### src/hdl/rc4kiv_pkg.sv
// Shared types and constants for the RC4 keystream core with per-frame IV.
// No dependencies; used by the engine, the top level and the checker.

package rc4kiv_pkg;

  localparam int unsigned KeyW      = 40;
  localparam int unsigned IvW       = 64;
  localparam int unsigned KeyBytes  = KeyW / 8;
  localparam int unsigned IvBytes   = IvW / 8;
  localparam int unsigned SchedLen  = KeyBytes + IvBytes;  // 13
  localparam int unsigned PermDepth = 256;
  localparam int unsigned AddrW     = $clog2(PermDepth);
  localparam int unsigned SchedIdxW = $clog2(SchedLen);

  // command codes
  localparam logic CmdRekey = 1'b0;
  localparam logic CmdData  = 1'b1;

  typedef struct packed {
    logic       command;
    logic [63:0] frame_iv;
    logic [7:0]  data_byte;
  } in_item_t;

  typedef struct packed {
    logic [7:0] keystream_byte;
    logic [7:0] result_byte;
    logic       not_keyed;
  } out_item_t;

  // engine status towards the top level
  typedef struct packed {
    logic idle;
    logic res_valid;
  } eng_status_t;

endpackage

### src/hdl/rc4kiv_engine.sv
// RC4 engine: permutation memory, index registers and the sequencer that
// drives key scheduling and keystream generation through one memory port pair.
// Depends on rc4kiv_pkg.

module rc4kiv_engine (
  input  logic                   clk_i,
  input  logic                   rst_ni,
  input  logic                   start_i,
  input  rc4kiv_pkg::in_item_t   item_i,
  input  logic [39:0]            key_i,
  input  logic                   res_ready_i,
  output rc4kiv_pkg::eng_status_t status_o,
  output rc4kiv_pkg::out_item_t  res_o
);

  typedef enum logic [9:0] {
    StIdle = 10'b0000000001,
    StInit = 10'b0000000010,
    StKa   = 10'b0000000100,
    StKb   = 10'b0000001000,
    StKc   = 10'b0000010000,
    StKd   = 10'b0000100000,
    StPb   = 10'b0001000000,
    StPc   = 10'b0010000000,
    StPd   = 10'b0100000000,
    StOut  = 10'b1000000000
  } state_e;

  state_e state_q, state_d;

  logic [7:0] mem [rc4kiv_pkg::PermDepth];
  logic       we;
  logic [rc4kiv_pkg::AddrW-1:0] waddr, raddr;
  logic [7:0] wdata;
  logic [7:0] rdata_q;

  logic [rc4kiv_pkg::SchedLen-1:0][7:0] sched_q;
  logic [rc4kiv_pkg::SchedIdxW-1:0]     k_q;
  logic [rc4kiv_pkg::AddrW-1:0]         n_q, i_q, j_q;
  logic [7:0]  si_q, sj_q, data_q, ks_q;
  logic        keyed_q, nk_q, pe_q;
  logic [7:0]  j_ksa, j_prga, i_next;

  assign i_next = i_q + 8'd1;
  assign j_ksa  = j_q + rdata_q + sched_q[k_q];
  assign j_prga = j_q + rdata_q;

  // permutation memory, write-first on an address clash
  always_ff @(posedge clk_i) begin
    if (we) begin
      mem[waddr] <= wdata;
    end
    rdata_q <= (we && (waddr == raddr)) ? wdata : mem[raddr];
  end

  always_comb begin
    state_d = state_q;
    we      = 1'b0;
    waddr   = n_q;
    wdata   = n_q;
    raddr   = i_next;
    unique case (state_q)
      StIdle: begin
        if (start_i) begin
          if (item_i.command == rc4kiv_pkg::CmdRekey) state_d = StInit;
          else if (keyed_q)                           state_d = StPb;
          else                                        state_d = StOut;
        end
      end
      StInit: begin
        we = 1'b1;
        if (n_q == 8'hFF) state_d = StKa;
      end
      StKa: begin
        raddr   = n_q;
        state_d = StKb;
      end
      StKb: begin
        raddr   = j_ksa;
        state_d = StKc;
      end
      StKc: begin
        we      = 1'b1;
        wdata   = rdata_q;
        state_d = StKd;
      end
      StKd: begin
        we    = 1'b1;
        waddr = j_q;
        wdata = si_q;
        raddr = n_q + 8'd1;
        state_d = (n_q == 8'hFF) ? StIdle : StKb;
      end
      StPb: begin
        raddr   = j_prga;
        state_d = StPc;
      end
      StPc: begin
        we      = 1'b1;
        waddr   = i_q;
        wdata   = rdata_q;
        state_d = StPd;
      end
      StPd: begin
        we      = 1'b1;
        waddr   = j_q;
        wdata   = si_q;
        raddr   = si_q + sj_q;
        state_d = StOut;
      end
      StOut: begin
        if (res_ready_i) state_d = StIdle;
      end
      default: state_d = StIdle;
    endcase
  end

  always_ff @(posedge clk_i or negedge rst_ni) begin
    if (!rst_ni) begin
      state_q <= StIdle;
      keyed_q <= 1'b0;
      i_q     <= '0;
      j_q     <= '0;
      n_q     <= '0;
      k_q     <= '0;
      nk_q    <= 1'b0;
      pe_q    <= 1'b0;
    end else begin
      state_q <= state_d;
      pe_q    <= (state_q == StPd);
      unique case (state_q)
        StIdle: begin
          if (start_i) begin
            if (item_i.command == rc4kiv_pkg::CmdRekey) begin
              n_q <= '0;
            end else begin
              nk_q <= !keyed_q;
              if (keyed_q) i_q <= i_next;
            end
          end
        end
        StInit: begin
          n_q <= n_q + 8'd1;
          if (n_q == 8'hFF) begin
            j_q <= '0;
            k_q <= '0;
          end
        end
        StKb: j_q <= j_ksa;
        StKd: begin
          n_q <= n_q + 8'd1;
          k_q <= (k_q == rc4kiv_pkg::SchedIdxW'(rc4kiv_pkg::SchedLen - 1))
                 ? '0 : k_q + 1'b1;
          if (n_q == 8'hFF) begin
            i_q     <= '0;
            j_q     <= '0;
            keyed_q <= 1'b1;
          end
        end
        StPb: j_q <= j_prga;
        default: ;
      endcase
    end
  end

  // payload registers
  always_ff @(posedge clk_i) begin
    if (state_q == StIdle && start_i) begin
      data_q <= item_i.data_byte;
      ks_q   <= '0;
      if (item_i.command == rc4kiv_pkg::CmdRekey) begin
        sched_q <= {item_i.frame_iv, key_i};
      end
    end
    if (state_q == StKb || state_q == StPb) si_q <= rdata_q;
    if (state_q == StPc) sj_q <= rdata_q;
    if (pe_q) ks_q <= rdata_q;
  end

  // keystream byte arrives in the first StOut cycle, so pick it straight up then
  logic [7:0] ks_out;
  assign ks_out = pe_q ? rdata_q : ks_q;

  assign status_o.idle      = (state_q == StIdle);
  assign status_o.res_valid = (state_q == StOut);
  assign res_o.keystream_byte = nk_q ? 8'h00 : ks_out;
  assign res_o.result_byte    = nk_q ? 8'h00 : (ks_out ^ data_q);
  assign res_o.not_keyed      = nk_q;

endmodule

### src/hdl/rc4_keystream_with_iv_core.sv
// RC4 keystream core with per-frame IV: top level with key register,
// input handshake and output register. Depends on rc4kiv_pkg, rc4kiv_engine.

// Takes one item at a time and stalls its input until that item is done. A
// data item stalls it through StPb, StPc, StPd and StOut (only StOut before
// any rekey), then its result is registered at the output; the stall and the
// result both wait while a stalled result holds the output register. A rekey
// gives no result and stalls the input while it loads the identity
// permutation, fetches the first entry, then runs each key scheduling step
// through StKb, StKc and StKd on the single read and single write port of the
// permutation memory, which also bounds a data item (three reads and two
// writes per byte). The result sits in an output register, so a new item can
// be taken while it waits. The user writes cipher_key (cfg_we_i/cfg_wdata_i)
// only while idle, which the block does not enforce; each rekey samples it.

module rc4_keystream_with_iv_core (
  input  logic                  clk_i,
  input  logic                  rst_ni,
  input  logic                  cfg_we_i,
  input  logic [39:0]           cfg_wdata_i,
  input  logic                  in_valid_i,
  output logic                  in_stall_o,
  input  rc4kiv_pkg::in_item_t  in_item_i,
  output logic                  out_valid_o,
  input  logic                  out_stall_i,
  output rc4kiv_pkg::out_item_t out_item_o
);

  logic [39:0]             key_q;
  logic                    out_valid_q;
  rc4kiv_pkg::out_item_t   out_item_q;
  rc4kiv_pkg::eng_status_t eng_status;
  rc4kiv_pkg::out_item_t   eng_res;
  logic                    slot_free, start;

  assign slot_free = !out_valid_q || !out_stall_i;
  assign in_stall_o = !eng_status.idle;
  assign start     = in_valid_i && eng_status.idle;

  rc4kiv_engine u_engine (
    .clk_i,
    .rst_ni,
    .start_i     (start),
    .item_i      (in_item_i),
    .key_i       (key_q),
    .res_ready_i (slot_free),
    .status_o    (eng_status),
    .res_o       (eng_res)
  );

  always_ff @(posedge clk_i or negedge rst_ni) begin
    if (!rst_ni) begin
      key_q       <= '0;
      out_valid_q <= 1'b0;
    end else begin
      if (cfg_we_i) key_q <= cfg_wdata_i;
      if (slot_free) out_valid_q <= eng_status.res_valid;
    end
  end

  always_ff @(posedge clk_i) begin
    if (slot_free && eng_status.res_valid) out_item_q <= eng_res;
  end

  assign out_valid_o = out_valid_q;
  assign out_item_o  = out_item_q;

endmodule

### config.mk
export PLATFORM = sky130hd
export DESIGN_NAME = rc4_keystream_with_iv_core
export DESIGN_NICKNAME = d
export VERILOG_FILES = /design/src/hdl/rc4kiv_pkg.sv /design/src/hdl/rc4kiv_engine.sv /design/src/hdl/rc4_keystream_with_iv_core.sv
export SDC_FILE = /design/constraint.sdc
export NUM_CORES = 2
export LEC_CHECK = 0
export BUFFER_PORTS_ARGS = -buffer_cell sky130_fd_sc_hd__buf_2
export CAP_MARGIN = 30
export CORE_UTILIZATION = 45
export DETAILED_ROUTE_END_ITERATION = 10
export GPL_TIMING_DRIVEN = 1
export HOLD_SLACK_MARGIN = 0.12
export SYNTH_ARGS = -nofsm -noshare
export SYNTH_HDL_FRONTEND = slang
export SYNTH_HIERARCHICAL = 1
export SYNTH_SLANG_ARGS = --single-unit
### constraint.sdc
create_clock -name clk_i -period 13.65 [get_ports clk_i]
set_clock_uncertainty 0.05 [all_clocks]
set_input_delay 2.73 -clock clk_i [delete_from_list [all_inputs] [get_ports clk_i]]
set_output_delay 2.73 -clock clk_i [all_outputs]
set_load 0.01 [all_outputs]
## Yosys cells after proc, flatten, opt, wreduce, memory -nomap -nowiden

Memory sizes are Yosys's and may differ from the RTL's. A register that Yosys moved wholly into a read port is not among the register bits.
Cells that the tools add are included.

- Register bits after elaboration: 235
- Bits in writable memories: 2048
- Input port bits: 118
- Output and inout port bits: 19
- Word-level logic and storage cells: 116
- Memories: 1

Memories:

| name | words | bits a word | read ports | clocked after memory_dff | write ports | RTL line | text |
|---|---|---|---|---|---|---|---|
| u_engine.mem | 256 | 8 | 1 | 1 | 1 | rc4kiv_engine.sv:31 | `logic [7:0] mem [rc4kiv_pkg::PermDepth];` |

- Add/sub/neg operators: 6
- Magnitude comparators: 1
- Eq/ne operators: 20
- Multiplexer cells: 30
- Bitwise gates (word level): 2
- Reduce and logical (&&, ||, !) cells: 26

Operators by type and width:

| cell | count |
|---|---|
| case mux 10 bit (10 select lines) | 1 |
| two-way mux 8 bit | 10 |
| case mux 8 bit (2 select lines) | 4 |
| two-way mux 10 bit | 5 |
| case mux 8 bit (5 select lines) | 1 |
| binary-select mux 8 bit (select 4 bit) | 1 |
| adder 8 bit | 3 |
| case mux 8 bit (3 select lines) | 1 |
| adder 8 x 1 -> 8 bit (second input constant) | 2 |
| two-way mux 4 bit | 3 |
| inequality test 2 x 1 -> 1 bit (second input constant) | 6 |
| equality test 10 x 1 -> 1 bit (second input constant) | 1 |
| equality test 10 bit (second input constant) | 1 |
| equality test 10 x 2 -> 1 bit (second input constant) | 1 |
| equality test 10 x 3 -> 1 bit (second input constant) | 1 |
| equality test 10 x 4 -> 1 bit (second input constant) | 1 |
| equality test 10 x 5 -> 1 bit (second input constant) | 1 |
| equality test 10 x 6 -> 1 bit (second input constant) | 1 |
| equality test 10 x 7 -> 1 bit (second input constant) | 1 |
| equality test 10 x 8 -> 1 bit (second input constant) | 1 |
| equality test 10 x 9 -> 1 bit (second input constant) | 1 |
| AND reduction 3 bit | 3 |
| equality test 8 bit (second input constant) | 1 |
| case mux 4 bit (2 select lines) | 1 |
| 16 further kinds | 33 |

## Depth between registers and ports, before layout

- Depth in word-level cells: 5
- Gate-level depth with buffers: 26
- Depth with buffers taken out: 20

## Hierarchy

Netlist, hierarchy kept.

Modules (own cells, without submodules):

| module | instances | cells each | area an instance (um^2) | seq. area each (um^2) |
|---|---|---|---|---|
| rc4kiv_engine | 1 | 4052 | 88033.2 | 66770.3 |
| rc4_keystream_with_iv_core | 1 | 107 | 2060.7 | 1536.5 |

## Worst setup path before layout

OpenSTA, ideal clock, no wires.

- Path type: reg-to-reg
- From: register with a tool-made name
- To: memory u_engine.mem[0][1], data pin
- Setup time: 2.191 ns
- Data arrival time: 12.438 ns
- Required time: 11.409 ns
- Path slack: -1.029 ns
- Stages on the path, launching flop included: 12
- Path buffers: 5
- Clock period less this slack: 14.679 ns
- Cell sequence: dfxtp_1 -> buf_2 -> buf_2 -> buf_2 -> buf_2 -> buf_1 -> mux4_2 -> a22oi_1 -> a21oi_1 -> or4_4 -> inv_1 -> o21ai_0

RTL lines:

| element | RTL line |
|---|---|
| end, declared | rc4kiv_engine.sv:31 |

==> results.yml <==
logic_synthesis:
  syn_area_mm2: 0.09009
  ys_types: 66
  avgSynthCellArea_um2: 21.66
  ys_ff_latch: 2291
  yosys_warnings: 6
  ys_seq_area_frac: 0.7582
  synth_edf_count: 2201
  ys.flop_type: "edfxtp_1"
  synthCells: 4159
  synth_nets: 4305
  async_reset_ff_frac: 0.03579
grt:
  grt_start_max_net_pins: 257
  grt_pass1_wl_um: 315700
  overflow: 0
  track_usage: 0.2158
  grt_most_used_layer: "met2"
  gr-usage-met3: 0.03810
  grt_pass1_vias: 43800
  antenna_found_initial: 6
  use_met1: 0.2990
  grt_use_met2: 0.3533
status:
  outcome: "complete, no violations"
route:
  drc: 0
  drtIter0Drc: 4616
  viasPerCell: 5.954
  vias: 43130
  dr.pass1.iters: 5
  ant_nets: 0
  wl_per_cell_um: 30.08
  wirelength_um: 217800
finish:
  syn_to_final_growth_pct: 12.73
  drive_above_1_share: 0.2794
  fin_nets: 4549
floorplan:
  initial_core_util: 0.4549
  die_h_um: 449.4
  row_count: 163
  coreArea_mm2: 0.1980
  num_io_pins: 137
  fp.dieArea_mm2: 0.2020
  die_w_um: 449.4
pwr:
  p_total_mw: 13.81
  switching_share: 0.1927
  p_per_area_mw_per_mm2: 136.0
  p_int_mw: 11.15
  clockPowerShare: 0.446
  ir_worst_vdd_uv: 139.2
  cellLeakagePower_nw: 32.00
  switchingPower_mw: 2.661
  pwr-share-seq: 0.551
  comb_power_share: 0.003
setup_path:
  startpoint_type: "register"
  critPathCaptureType: "register"
  worst-endpoint-arrival_ns: 8.54
  critical_path_required_ns: 14.33
  path_max_fanout: 97
  critPathKind: "register to register"
clock_tree:
  clk_pin_slew_ns: 0.06
  post_cts_buffers: 0
  htreeDepth: 4
  cts_max_path_buffers: 3
  clkLatencyLatePin_ns: 0.87
  post_cts_resized: 0
  cts_hold_buffers: 0
  cts_buffers: 228
  cts_tree: "done"
  root_buffer: "clkbuf_16"
  cts.sinks: 2291
timing:
  finalCritPeriodShare: 0.5753
  fmax_ghz: 0.1273
  tightest_slew_ns: 1.480
  timing.final.ws_setup_ns: 5.797
  hold_viol: 0
  rsz0062_at_grt: "no"
  period_needed_ns: 7.853
  drv_slew: 0
  finalSetupViolations: 0
  relSlewSlack: 0.01355
placed_design:
  gp_congestion: 0.8420
  hpwl_um: 131900
  io_buffers: 136
  place_ws_ns: 5.761
run:
  drv_cap: 0
worst_hold_path:
  min_path_type: "register to register"
-- flip-flops by register name, indices dropped and copies added, names as in the netlist, named ones only --
signal	cells
u_engine/si_q	8
u_engine/sched_q	104
out_valid_o	1
u_engine/mem	2048
u_engine/state_q	10
u_engine/data_q	8
u_engine/keyed_q	1
u_engine/ks_q	8
out_item_o	17
u_engine/n_q	8
u_engine/sj_q	8
key_q	40
u_engine/nk_q	1
u_engine/k_q	4
u_engine/pe_q	1
u_engine/i_q	8
u_engine/j_q	8
-- placed cells by master (no fill, tap or decap), types with 21 or more instances in the layout --
master,instances
clkinv_1,58
bufinv_16,21
buf_4,80
inv_1,25
clkbuf_16,231
clkbuf_1,52
mux2_2,42
dfrtp_1,80
clkinv_2,42
edfxtp_1,2201
a21oi_1,52
nand2_1,100
buf_2,135
ha_1,25
o21ai_0,40
mux4_2,627
a22oi_1,81
nor2_1,330
-- final cells by class --
type                       instances  area [um2]
antenna                            4       10.01
sequential                      2291       68320
inverter                          26       97.59
clock buffer                     287        6031
fill                           15470       96460
multi-input combinational       1609       20590
timing repair buffer             247        1881
clock inverter                   139        1334
tap                             2640        3303
-- path summary, 6_finish.rpt --
path	startpoint	to	slack [ns]	cells past startpoint
max in group asynchronous	rst_ni	u_engine/k_q[0]	10.64	2
max	register	u_engine/j_q[7]	5.80	20
min in group asynchronous	rst_ni	key_q[10]	1.76	1
min	key_q[33]	u_engine/sched_q[33]	0.39	0
min reg2reg	key_q[33]	u_engine/sched_q[33]	0.39	0
max reg2reg	register	u_engine/j_q[7]	5.80	20
-- stage by stage --
| step | hold slack, ns | util | TNS (ns) | std cells | cell area (um2) |
|---|---|---|---|---|---|
| after floorplan | 0.3711 | - | -1776.56 | 4159 | 90090 |
| after global placement | 0.3753 | 0.4731 | 0 | 6775 | 93680 |
| after detailed placement | 0.3798 | 0.4753 | 0 | 6807 | 94130 |
| after CTS | 0.3902 | 0.5125 | 0 | 7233 | 101500 |
| after global routing | 0.3966 | 0.5128 | 0 | 7240 | 101600 |
| final | 0.3897 | 0.5129 | 0 | 7243 | 101600 |
-- cell usage after synthesis, types with 12 or more instances --
cell | instances | area share
inv_1 | 25 | 0.0010
edfxtp_1 | 2201 | 0.73
nor2_1 | 333 | 0.014
mux4_2 | 627 | 0.16
clkbuf_1 | 117 | 0.0049
a22o_1 | 12 | 0.0012
buf_1 | 21 | 0.00087
nand3_1 | 26 | 0.0014
a21o_1 | 12 | 0.0010
a221oi_1 | 18 | 0.0017
a31oi_1 | 15 | 0.0010
mux2_2 | 42 | 0.0052
a22oi_1 | 81 | 0.0067
dfrtp_1 | 81 | 0.022
xnor2_1 | 19 | 0.0018
buf_2 | 45 | 0.0025
xor2_1 | 15 | 0.0015
and3_1 | 12 | 0.00083
ha_1 | 25 | 0.0035
mux4_1 | 19 | 0.0055
and2_1 | 16 | 0.0011
a21oi_1 | 52 | 0.0029
nor3_1 | 13 | 0.00072
buf_6 | 30 | 0.0037
nand2_1 | 100 | 0.0042
o21ai_0 | 48 | 0.0027
buf_4 | 12 | 0.0010
-- cell families (layout without fill, tap and decap cells) --
family                   count (synthesis)  count (layout)  share of synthesized area
other                                    0               4                          0
buffers and inverters                  259             699                    0.01522
adder cells (fa/ha/maj)                 28              28                   0.004139
AND/OR/NAND/NOR                        560             560                    0.02718
AO/OA/AOI/OAI                          281             281                    0.02135
XOR/XNOR                                35              35                   0.003555
flip-flops                            2291            2291                     0.7582
multiplexers                           705             705                     0.1704
-- power groups by stage --
stage               combinational [mW]  sequential, mW  clock (mW)
floorplan                       0.0150            7.76           0
global placement                0.0377            7.76           0
detailed placement              0.0395            7.76           0
CTS                             0.0396            7.61        6.29
global route                    0.0428            7.61        6.54
finish                          0.0384            7.61        6.16
-- worst max-delay path, cell delays in order (launching register included) --
cell	delay, ns
dfxtp_4	0.75
buf_12	0.57
buf_4	0.79
mux4_2	0.59
mux4_2	0.51
a22oi_1	0.26
a21oi_1	0.25
or4_4	0.69
ha_1	0.28
fa_1	0.40
a21o_1	0.18
a21oi_1	0.21
o21bai_1	0.10
a21oi_1	0.19
xnor2_1	0.12
ha_1	0.22
o41ai_1	0.52
xnor2_1	0.23
nor2_1	0.08
o21a_1	0.18
o31a_1	0.22
-- routing by layer --
metal / wire length [um] / vias to the layer above
met4: 5445 / 2
li1: - / 17910
met1: 89890 / 23410
met2: 108100 / 1517
met3: 14410 / 286
met5: 13 / -
(Power assumes the default switching activity.)
